--- src/hw/rtl/blae_pkg.sv ---
// blae_pkg: payload and control types shared by the bucket list append engine
// no dependencies; imported by the bin table, the top level and the testbench

package blae_pkg;

  // one insert request
  typedef struct packed {
    logic [7:0]         bin_index;
    logic signed [31:0] item_value;
  } blae_in_t;

  // one insert result
  typedef struct packed {
    logic        accepted;
    logic [9:0]  slot_index;
    logic [10:0] bin_count;
    logic [10:0] max_bin_count;
    logic [10:0] total_count;
  } blae_out_t;

  // bin table controls from the insert stage
  typedef struct packed {
    logic rd;     // look up the bin of the incoming item
    logic wr;     // commit size and tail of the current bin
    logic first;  // bin was empty, so the head is written as well
  } blae_bin_ctl_t;

endpackage

--- src/hw/rtl/blae_ram.sv ---
// blae_ram: generic single write port ram with registered read
// no dependencies; used for every store of the engine

module blae_ram #(
  parameter int WIDTH = 32,
  parameter int DEPTH = 1024
) (
  input  logic                     clk_i,
  input  logic                     we_i,
  input  logic [$clog2(DEPTH)-1:0] waddr_i,
  input  logic [WIDTH-1:0]         wdata_i,
  input  logic                     re_i,
  input  logic [$clog2(DEPTH)-1:0] raddr_i,
  output logic [WIDTH-1:0]         rdata_o
);

  logic [WIDTH-1:0] mem_q [DEPTH];
  logic [WIDTH-1:0] rdata_q;

  // write port
  always_ff @(posedge clk_i) begin
    if (we_i) begin
      mem_q[waddr_i] <= wdata_i;
    end
  end

  // registered read, held while no read is issued
  always_ff @(posedge clk_i) begin
    if (re_i) begin
      rdata_q <= mem_q[raddr_i];
    end
  end

  assign rdata_o = rdata_q;

endmodule

--- src/hw/rtl/blae_link_store.sv ---
// blae_link_store: next-link store with its clearing sweep after reset
// depends on blae_ram

module blae_link_store #(
  parameter int MAX_ENTRIES = 1024
) (
  input  logic                              clk_i,
  input  logic                              rst_ni,
  input  logic                              wr_en_i,
  input  logic [$clog2(MAX_ENTRIES)-1:0]    wr_addr_i,
  input  logic [$clog2(2*MAX_ENTRIES)-1:0]  wr_data_i,
  output logic                              busy_o
);

  localparam int SlotW = $clog2(MAX_ENTRIES);
  localparam int LinkW = $clog2(2 * MAX_ENTRIES);
  localparam logic [LinkW-1:0] LinkNone = LinkW'(2 * MAX_ENTRIES - 1);
  localparam logic [SlotW-1:0] LastSlot = SlotW'(MAX_ENTRIES - 1);

  logic             clr_q;
  logic [SlotW-1:0] clr_addr_q;
  logic             ram_we;
  logic [SlotW-1:0] ram_addr;
  logic [LinkW-1:0] ram_wdata;

  // sweep every entry to the none marker, one a cycle
  always_ff @(posedge clk_i or negedge rst_ni) begin
    if (!rst_ni) begin
      clr_q      <= 1'b1;
      clr_addr_q <= '0;
    end else if (clr_q) begin
      clr_addr_q <= clr_addr_q + SlotW'(1);
      if (clr_addr_q == LastSlot) begin
        clr_q <= 1'b0;
      end
    end
  end

  // sweep owns the port until it is done
  assign ram_we    = clr_q || wr_en_i;
  assign ram_addr  = clr_q ? clr_addr_q : wr_addr_i;
  assign ram_wdata = clr_q ? LinkNone : wr_data_i;
  assign busy_o    = clr_q;

  blae_ram #(
    .WIDTH(LinkW),
    .DEPTH(MAX_ENTRIES)
  ) u_link_ram (
    .clk_i  (clk_i),
    .we_i   (ram_we),
    .waddr_i(ram_addr),
    .wdata_i(ram_wdata),
    .re_i   (1'b0),
    .raddr_i('0),
    .rdata_o()
  );

endmodule

--- src/hw/rtl/blae_bin_table.sv ---
// blae_bin_table: per-bin head, tail and size stores plus size valid bits
// depends on blae_pkg and blae_ram

module blae_bin_table
  import blae_pkg::*;
#(
  parameter int MAX_ENTRIES = 1024,
  parameter int NUM_BINS    = 256
) (
  input  logic                                clk_i,
  input  logic                                rst_ni,
  input  blae_bin_ctl_t                       ctl_i,
  input  logic [$clog2(NUM_BINS)-1:0]         rd_addr_i,
  input  logic [$clog2(NUM_BINS)-1:0]         cur_addr_i,
  input  logic [$clog2(MAX_ENTRIES+1)-1:0]    wr_size_i,
  input  logic [$clog2(MAX_ENTRIES)-1:0]      wr_slot_i,
  output logic [$clog2(MAX_ENTRIES+1)-1:0]    size_o,
  output logic [$clog2(MAX_ENTRIES)-1:0]      tail_o,
  output logic                                size_vld_o
);

  localparam int CntW  = $clog2(MAX_ENTRIES + 1);
  localparam int SlotW = $clog2(MAX_ENTRIES);

  logic [NUM_BINS-1:0] vld_q;

  // a bin never written reads as size zero
  always_ff @(posedge clk_i or negedge rst_ni) begin
    if (!rst_ni) begin
      vld_q <= '0;
    end else if (ctl_i.wr) begin
      vld_q[cur_addr_i] <= 1'b1;
    end
  end

  assign size_vld_o = vld_q[cur_addr_i];

  blae_ram #(
    .WIDTH(CntW),
    .DEPTH(NUM_BINS)
  ) u_size_ram (
    .clk_i  (clk_i),
    .we_i   (ctl_i.wr),
    .waddr_i(cur_addr_i),
    .wdata_i(wr_size_i),
    .re_i   (ctl_i.rd),
    .raddr_i(rd_addr_i),
    .rdata_o(size_o)
  );

  blae_ram #(
    .WIDTH(SlotW),
    .DEPTH(NUM_BINS)
  ) u_tail_ram (
    .clk_i  (clk_i),
    .we_i   (ctl_i.wr),
    .waddr_i(cur_addr_i),
    .wdata_i(wr_slot_i),
    .re_i   (ctl_i.rd),
    .raddr_i(rd_addr_i),
    .rdata_o(tail_o)
  );

  // head only changes on the first entry of a bin
  blae_ram #(
    .WIDTH(SlotW),
    .DEPTH(NUM_BINS)
  ) u_head_ram (
    .clk_i  (clk_i),
    .we_i   (ctl_i.wr && ctl_i.first),
    .waddr_i(cur_addr_i),
    .wdata_i(wr_slot_i),
    .re_i   (1'b0),
    .raddr_i('0),
    .rdata_o()
  );

endmodule

--- src/hw/rtl/bucket_list_append_engine_top.sv ---
// bucket_list_append_engine_top: insert stage, counters and result register
// depends on blae_pkg, blae_ram, blae_bin_table and blae_link_store

// Appends each (bin, value) transfer to that bin's linked list in a shared
// value store, handing out slots in order 0, 1, 2, ... and returning the slot,
// the bin's new count, the running maximum bin count and the total count.
// Inserts beyond MAX_ENTRIES, or to a bin at or above NUM_BINS, are rejected
// with accepted low and no state change. One insert is taken every cycle
// unless the result side stalls or the sweep runs; each transfer passes
// through the registered read of the bin table and then the result
// register. Back-to-back inserts to the same bin are forwarded, so no
// bubble is needed. After reset the next-link store is swept to the none
// marker, which holds off inserts until the sweep is done.

module bucket_list_append_engine_top
  import blae_pkg::*;
#(
  parameter int MAX_ENTRIES = 1024,
  parameter int NUM_BINS    = 256,
  parameter int VALUE_WIDTH = 32
) (
  input  logic      clk_i,
  input  logic      rst_ni,
  input  logic      in_valid_i,
  output logic      in_ready_o,
  input  blae_in_t  in_data_i,
  output logic      out_valid_o,
  input  logic      out_ready_i,
  output blae_out_t out_data_o
);

  localparam int SlotW = $clog2(MAX_ENTRIES);
  localparam int CntW  = $clog2(MAX_ENTRIES + 1);
  localparam int LinkW = $clog2(2 * MAX_ENTRIES);
  localparam int BinAw = $clog2(NUM_BINS);

  // insert stage
  logic                s1_valid_q;
  blae_in_t            s1_data_q;
  logic                fwd_hit_q;
  logic                fwd_hit_d;
  logic [CntW-1:0]     fwd_size_q;
  logic [SlotW-1:0]    fwd_tail_q;
  logic [CntW-1:0]     fill_q;
  logic [CntW-1:0]     fill_d;
  logic [CntW-1:0]     largest_q;
  logic [CntW-1:0]     largest_d;
  logic                out_valid_q;
  blae_out_t           out_data_q;
  blae_out_t           out_data_d;

  logic                clr_busy;
  logic                in_fire;
  logic                s1_fire;
  logic                bin_ok;
  logic                full;
  logic                store;
  logic                commit;
  logic                link_we;
  logic [CntW-1:0]     ram_size;
  logic [SlotW-1:0]    ram_tail;
  logic                size_vld;
  logic [CntW-1:0]     cur_size;
  logic [CntW-1:0]     cnt;
  logic [CntW-1:0]     new_cnt;
  logic [SlotW-1:0]    cur_tail;
  logic [SlotW-1:0]    slot;
  logic [BinAw-1:0]    s1_addr;
  blae_bin_ctl_t       bin_ctl;

  // handshakes
  assign s1_fire    = s1_valid_q && (!out_valid_q || out_ready_i);
  assign in_ready_o = !clr_busy && (!s1_valid_q || s1_fire);
  assign in_fire    = in_valid_i && in_ready_o;

  // bin lookup with forwarding from a commit in the same cycle as the read
  assign s1_addr  = BinAw'(s1_data_q.bin_index);
  assign bin_ok   = 32'(s1_data_q.bin_index) < NUM_BINS;
  assign cur_size = fwd_hit_q ? fwd_size_q : (size_vld ? ram_size : '0);
  assign cur_tail = fwd_hit_q ? fwd_tail_q : ram_tail;
  assign cnt      = bin_ok ? cur_size : '0;

  // insert decision and new counts
  assign full    = fill_q >= CntW'(MAX_ENTRIES);
  assign store   = bin_ok && !full;
  assign commit  = s1_fire && store;
  assign slot    = SlotW'(fill_q);
  assign new_cnt = cnt + CntW'(1);

  always_comb begin
    largest_d = largest_q;
    fill_d    = fill_q;
    if (store) begin
      fill_d = fill_q + CntW'(1);
      if (new_cnt > largest_q) begin
        largest_d = new_cnt;
      end
    end
  end

  always_comb begin
    out_data_d.accepted      = store;
    out_data_d.slot_index    = store ? 10'(slot) : '0;
    out_data_d.bin_count     = store ? 11'(new_cnt) : 11'(cnt);
    out_data_d.max_bin_count = 11'(largest_d);
    out_data_d.total_count   = 11'(fill_d);
  end

  assign fwd_hit_d = commit && (in_data_i.bin_index == s1_data_q.bin_index);

  // control registers
  always_ff @(posedge clk_i or negedge rst_ni) begin
    if (!rst_ni) begin
      s1_valid_q  <= 1'b0;
      out_valid_q <= 1'b0;
      fill_q      <= '0;
      largest_q   <= '0;
      fwd_hit_q   <= 1'b0;
    end else begin
      if (in_fire) begin
        s1_valid_q <= 1'b1;
        fwd_hit_q  <= fwd_hit_d;
      end else if (s1_fire) begin
        s1_valid_q <= 1'b0;
      end
      if (s1_fire) begin
        out_valid_q <= 1'b1;
        fill_q      <= fill_d;
        largest_q   <= largest_d;
      end else if (out_ready_i) begin
        out_valid_q <= 1'b0;
      end
    end
  end

  // payload registers
  always_ff @(posedge clk_i) begin
    if (in_fire) begin
      s1_data_q  <= in_data_i;
      fwd_size_q <= new_cnt;
      fwd_tail_q <= slot;
    end
    if (s1_fire) begin
      out_data_q <= out_data_d;
    end
  end

  assign out_valid_o = out_valid_q;
  assign out_data_o  = out_data_q;

  // bin table
  assign bin_ctl.rd    = in_fire;
  assign bin_ctl.wr    = commit;
  assign bin_ctl.first = (cnt == '0);

  blae_bin_table #(
    .MAX_ENTRIES(MAX_ENTRIES),
    .NUM_BINS   (NUM_BINS)
  ) u_bin_table (
    .clk_i     (clk_i),
    .rst_ni    (rst_ni),
    .ctl_i     (bin_ctl),
    .rd_addr_i (BinAw'(in_data_i.bin_index)),
    .cur_addr_i(s1_addr),
    .wr_size_i (new_cnt),
    .wr_slot_i (slot),
    .size_o    (ram_size),
    .tail_o    (ram_tail),
    .size_vld_o(size_vld)
  );

  // link the old tail to the new slot when the bin already had entries
  assign link_we = commit && (cnt != '0) && (CntW'(cur_tail) < CntW'(MAX_ENTRIES));

  blae_link_store #(
    .MAX_ENTRIES(MAX_ENTRIES)
  ) u_link_store (
    .clk_i    (clk_i),
    .rst_ni   (rst_ni),
    .wr_en_i  (link_we),
    .wr_addr_i(cur_tail),
    .wr_data_i(LinkW'(slot)),
    .busy_o   (clr_busy)
  );

  // value store
  blae_ram #(
    .WIDTH(VALUE_WIDTH),
    .DEPTH(MAX_ENTRIES)
  ) u_value_ram (
    .clk_i  (clk_i),
    .we_i   (commit),
    .waddr_i(slot),
    .wdata_i(VALUE_WIDTH'(s1_data_q.item_value)),
    .re_i   (1'b0),
    .raddr_i('0),
    .rdata_o()
  );

`ifndef SYNTH
  a_fill_bound: assert property (@(posedge clk_i) disable iff (!rst_ni)
    fill_q <= CntW'(MAX_ENTRIES))
    else $error("fill count beyond store size");

  a_largest_le_fill: assert property (@(posedge clk_i) disable iff (!rst_ni)
    largest_q <= fill_q)
    else $error("largest bin exceeds total count");

  a_commit_counts: assert property (@(posedge clk_i) disable iff (!rst_ni)
    commit |=> fill_q == $past(fill_q) + CntW'(1))
    else $error("fill count not advanced by a stored insert");

  a_result_counts: assert property (@(posedge clk_i) disable iff (!rst_ni)
    out_valid_q |-> (out_data_q.bin_count <= out_data_q.max_bin_count) &&
                    (out_data_q.max_bin_count <= out_data_q.total_count))
    else $error("result counts inconsistent");
`endif

endmodule

--- config.mk ---
export PLATFORM = sky130hd
export DESIGN_NAME = bucket_list_append_engine_top
export DESIGN_NICKNAME = d
export VERILOG_FILES = /design/src/hw/rtl/blae_pkg.sv /design/src/hw/rtl/blae_ram.sv /design/src/hw/rtl/blae_link_store.sv /design/src/hw/rtl/blae_bin_table.sv /design/src/hw/rtl/bucket_list_append_engine_top.sv
export SDC_FILE = /design/constraint.sdc
export NUM_CORES = 2
export LEC_CHECK = 0
export BUFFER_PORTS_ARGS = -buffer_cell sky130_fd_sc_hd__buf_4
export CORE_MARGIN = 4
export CORE_UTILIZATION = 40
export CTS_CLUSTER_DIAMETER = 120
export DETAILED_ROUTE_END_ITERATION = 8
export PLACE_DENSITY = 0.6
export SLEW_MARGIN = 20
export SYNTH_ARGS = -nofsm -noshare
export SYNTH_HDL_FRONTEND = slang
export SYNTH_HIERARCHICAL = 1
export SYNTH_SLANG_ARGS = --single-unit
--- constraint.sdc ---
create_clock -name clk_i -period 16.35 [get_ports clk_i]
set_input_delay 1.635 -clock clk_i [delete_from_list [all_inputs] [get_ports clk_i]]
set_output_delay 1.635 -clock clk_i [all_outputs]
set_load 0.05 [all_outputs]
# Word-level counts from Yosys, hierarchy flattened
# Memory sizes are Yosys's and may differ from the RTL's. A register that Yosys moved wholly into a read port is not among the register bits.
# Cells that the tools add are included.
# word_totals
ramBits	2816
out_inout_bits	46
wordCells	58
register_bits	355
memories	1
in_bits	44
# mem_list
name	depth	word_bits	rd	rd_clocked_by_memory_dff	write_ports	line_no	rtl
u_bin_table.u_size_ram.mem_q	256	11	1	1	1	blae_ram.sv:17	logic [WIDTH-1:0] mem_q [DEPTH];
# classes
bitwise	1
n_reduce_logical	14
n_mux	18
addsub	3
eq_ne	2
order_cmp	4
# op_table
operator	n
OR 256 bit	1
2-to-1 mux 11 bit	6
adder 11 x 1 -> 11 bit (second input constant)	2
greater-or-equal comparator 11 bit (second input constant)	1
> comparator 11 bit	1
adder 10 x 1 -> 10 bit (second input constant)	1
== test 10 bit (second input constant)	1
2-to-1 mux 1 bit	10
less-than comparator 8 x 9 -> 1 bit (second input constant)	1
binary-select mux 1 bit (select 8 bit)	1
demux 1 bit (select 8 bit)	1
== test 8 bit	1
greater-or-equal comparator 8 x 1 -> 1 bit (second input constant)	1
logical AND 1 bit	6
zero test 1 bit	4
nonzero test 2 bit	2
logical OR 1 bit	2

# Depth between registers and ports, before layout
# depth
depth_word	8
ltp_mapped	24
depth_no_buf	19

# Modules after synthesis
# The synthesis kept the hierarchy.
# modules_own_cells
mod	cells_per_inst	area_per_inst_um2	seq_area_each_um2	n_inst
blae_ram at u_bin_table.u_size_ram	4999	108823.1	84891.4	1
blae_ram at u_bin_table.u_tail_ram	4642	99354.0	77174.0	1
blae_bin_table	774	10815.4	6406.1	1
bucket_list_append_engine_top	356	4631.9	2817.7	1
blae_link_store	38	488.0	276.5	1

# Worst setup path after synthesis
# No wires, ideal clock.
# synth_timing
path_type	reg-to-reg
from	register s1_data_q, in the netlist s1_addr[2]
to	register largest_q[9]
required_ps	16192
synth_period_minus_slack_ps	13223
arrival_ps	13065
path_stages_with_launch	25
setup_ps	158
slack_ps	3127
path_buffers	5
cell_sequence	edfxtp_1 > clkbuf_1 > nor2b_1 > clkbuf_1 > clkbuf_1 > a22oi_1 > a211oi_1 > nor4_1 > nor3_1 > or3_1 > clkbuf_1 > nand3b_1 > nand2_1 > ha_1 > inv_1 > a221oi_1 > nand3_1 > xnor2_1 > ha_1 > a41oi_1 > o21ai_0 > a22oi_1 > a211o_1 > buf_6 > mux2_4
# synth_between
elab_chain_len	8
# synth_rtl
item	line_no	rtl
start: declaration	bucket_list_append_engine_top.sv:39	blae_in_t s1_data_q;
start signal: assignment	bucket_list_append_engine_top.sv:139	s1_data_q <= in_data_i;
binary-select mux 1 bit (select 8 bit)	blae_bin_table.sv:36	assign size_vld_o = vld_q[cur_addr_i];
2-to-1 mux 1 bit (not written as such)	blae_bin_table.sv:36	
net size_vld	bucket_list_append_engine_top.sv:62	logic size_vld;
2-to-1 mux 11 bit (2 in series)	bucket_list_append_engine_top.sv:79	assign cur_size = fwd_hit_q ? fwd_size_q : (size_vld ? ram_size : '0);
adder 11 x 1 -> 11 bit	bucket_list_append_engine_top.sv:88	assign new_cnt = cnt + CntW'(1);
net new_cnt[10]	bucket_list_append_engine_top.sv:65	logic [CntW-1:0] new_cnt;
> comparator 11 bit	bucket_list_append_engine_top.sv:95	if (new_cnt > largest_q) begin
2-to-1 mux 11 bit	bucket_list_append_engine_top.sv:95	
2-to-1 mux 11 bit	bucket_list_append_engine_top.sv:93	if (store) begin
end signal: assignment	bucket_list_append_engine_top.sv:129	largest_q <= largest_d;
end: declaration	bucket_list_append_engine_top.sv:46	logic [CntW-1:0] largest_q;
# The timed path passes the listed nets, and every way through them passes these cells. The select of a mux whose other input is x is not followed.
# A chain may end at the register's enable or synchronous reset.

# Worst setup path in the final report
# layout_timing
from	register s1_data_q, in the netlist s1_addr[0]
to	register out_data_q, in the netlist out_data_o[19] (data pin)
# layout_between
elab_chain_len	8
# layout_rtl
item	line_no	rtl
binary-select mux 1 bit (select 8 bit)	blae_bin_table.sv:36	
2-to-1 mux 1 bit (not written as such)	blae_bin_table.sv:36	
net size_vld	bucket_list_append_engine_top.sv:62	
2-to-1 mux 11 bit (2 in series)	bucket_list_append_engine_top.sv:79	
adder 11 x 1 -> 11 bit	bucket_list_append_engine_top.sv:88	
net new_cnt[10]	bucket_list_append_engine_top.sv:65	
> comparator 11 bit	bucket_list_append_engine_top.sv:95	
2-to-1 mux 11 bit	bucket_list_append_engine_top.sv:95	
2-to-1 mux 11 bit	bucket_list_append_engine_top.sv:93	
net largest_d[8]	bucket_list_append_engine_top.sv:47	logic [CntW-1:0] largest_d;
end signal: assignment	bucket_list_append_engine_top.sv:144	out_data_q <= out_data_d;
end: declaration	bucket_list_append_engine_top.sv:49	blae_out_t out_data_q;
# The timed path passes the listed nets, and every way through them passes these cells. The select of a mux whose other input is x is not followed.

==> flow_summary.json <==
{
  "ant_nets": 0,
  "area_delta_synth_final_pct": 12.85,
  "rows": 204,
  "dr.first_iter.drc_count": 6788,
  "ir_worst_vdd_mv": 0.09598,
  "synth.cell_area_mm2": 0.1243,
  "grt_max_degree": 223,
  "drt_wl_total_um": 311200,
  "die-width_um": 565.4,
  "leakage_uw": 0.04818,
  "dp_slack_ns": 8.352,
  "met3_usage": 0.03927,
  "hold_violations": 0,
  "clkLatencyLatePin_ns": 0.89,
  "port_buffers": 57,
  "cpPeakStageDelay_ns": 0.75,
  "finClkSkew_ns": 0.05929,
  "hpwl_um": 186600,
  "grt_overflow": 0,
  "clockBufferDepth": 4,
  "fp.coreArea_mm2": 0.3091,
  "root_buffer": "clkbuf_16",
  "die_h_um": 565.4,
  "htree_levels": 5,
  "clock.fmax_ghz": 0.1275,
  "cts.sink_count": 3182,
  "ctsResizeCount": 0,
  "dieArea_mm2": 0.3197,
  "grt_pass1_wl_um": 448900,
  "syn_nets": 6196,
  "cts_tree": "yes",
  "gp_congestion": 0.8286,
  "setup_viol": 0,
  "vias": 62520,
  "cp_data_required_time_ns": 16.98,
  "cap_violations": 0,
  "finalMaxSlewViolations": 0,
  "hp-class": "reg -> reg",
  "track_usage": 0.1916,
  "start_kind": "flop",
  "use_met1": 0.2744,
  "status": "finished clean",
  "synth.avg_cell_area_um2": 20.25,
  "grt_pass1_vias": 62280,
  "fin_crit_sh": 0.4798,
  "worst_pin_slew_ns": 1.296,
  "ctsHoldBuffers": 0,
  "first_pass_iters": 8,
  "power_density_mw_per_mm2": 124.8,
  "cp_num_buf_inv": 3,
  "path_cells": "buf_4 -> buf_4 -> mux4_2 -> a22oi_1 -> a211oi_1 -> nor4_1 -> o22ai_1 -> or3_1 -> nand3b_1 -> nand2_1 -> ha_4 -> inv_1 -> a221oi_1 -> nand3_1 -> xnor2_2 -> ha_1 -> nand4_1 -> or3_1 -> a311o_1 -> a21oi_2 -> mux2_2",
  "rsz0062_at_grt": "false",
  "final_layout_size_suffix_gt1_frac": 0.2486,
  "grt-busiest-layer": "met2",
  "slew_headroom": 0.1292,
  "grtUsageMet2": 0.2990,
  "cts_setup_buffers": 0,
  "netlist_instances": 6138,
  "drc": 0,
  "worstPathMaxFanout": 43,
  "clkTransAtPathRegs_ns": 0.06,
  "via_per_inst": 5.838,
  "yosys_warnings": 6,
  "cp_slowest_cell": "buf_4",
  "tns_ns": 0,
  "setup_ws_ns": 8.505,
  "cts_buffers": 326,
  "crit_type": "reg -> reg",
  "pin_count": 90,
  "avgRoutedWirePerCell_um": 29.06,
  "cpLargestDelayFamily": "compound AO/OA/AOI/OAI gates",
  "r2r_slack_ns": 8.51,
  "period_needed_ns": 7.845,
  "finalNetCount": 6402,
  "antenna_found_initial": 9,
  "worstPathArrival_ns": 8.47,
  "crit_path_end_kind": "flop",
  "start_util": 0.4021
}
==> area by class of cell <==
cell class	count	area [um2]
diodes	3	7.507
clock buffers	417	8717
clock inverters	152	1351
fillers	25720	168800
inverters	26	105.1
multi-input cells	2546	28620
flip-flops and latches	3182	94090
well taps	4120	5155
repair buffers	262	2216
==> routing by layer <==
metal	wire length (um)	up-vias	share of wire
met1	128600	33660	0.41
met2	146800	2642	0.47
met4	8384	0	0.027
met5	0	-	0
li1	-	25760	-
met3	27390	453	0.088
==> power breakdown <==
part           switching (uW)  total, uW  internal, uW
Sequential               64.3       9140          9080
Combinational             847       1270           428
Clock                    3040       7090          4050
Total                    3950      17500         13600
==> metrics by stage <==
step                      cell area [um2]  std cells  total power, uW    util  hold slack (ns)
final                              140300      10710            17510  0.4538           0.4484
after floorplan                    124300       6138            10190       -           0.4226
after detailed placement           129900      10130            10590  0.4201           0.4385
after CTS                          139900      10700            17650  0.4527           0.4517
after global placement             129600      10130            10560  0.4193           0.4314
after global routing               140300      10710            18070  0.4537           0.4575
==> registers in the layout, indices dropped and copies added (netlist names), 8 cells and up <==
name                            flops
fill_q                             11
fwd_size_q                         11
largest_q                          11
out_data_o                         44
s1_addr                             8
u_bin_table/u_size_ram/mem_q     2816
u_bin_table/u_size_ram/rdata_o     11
u_bin_table/vld_q                 256
u_link_store/clr_addr_q            10
==> final timing paths <==
kind                            cells after the start             startpoint                          to
min in group asynchronous                           1                 rst_ni  u_link_store/clr_addr_q[6]
max in group asynchronous                           3                 rst_ni       u_bin_table/vld_q[50]
worst max-delay path                               21             s1_addr[0]              out_data_o[19]
worst min-delay path                                1  u_bin_table/vld_q[50]       u_bin_table/vld_q[50]
worst max register to register                     21             s1_addr[0]              out_data_o[19]
worst min register to register                      1  u_bin_table/vld_q[50]       u_bin_table/vld_q[50]
==> layout by cell type, fill, tap and decap left out, types with 26 or more instances in the layout <==
| master | count |
|---|---|
| a211oi_1 | 26 |
| a21o_1 | 176 |
| a21oi_1 | 96 |
| a221oi_1 | 32 |
| a22o_1 | 39 |
| a22oi_1 | 159 |
| buf_4 | 240 |
| clkbuf_1 | 76 |
| clkbuf_16 | 332 |
| clkinv_1 | 63 |
| clkinv_2 | 49 |
| dfrtp_1 | 291 |
| edfxtp_1 | 2890 |
| mux2i_1 | 231 |
| mux4_2 | 678 |
| nand2_1 | 106 |
| nand3_1 | 47 |
| nor2_1 | 163 |
| nor2_2 | 168 |
| nor2b_1 | 27 |
| nor3_1 | 44 |
| o21ai_0 | 26 |
| o21bai_1 | 80 |
| o221ai_1 | 47 |
| o22ai_1 | 85 |
(Power assumes the default switching activity.)
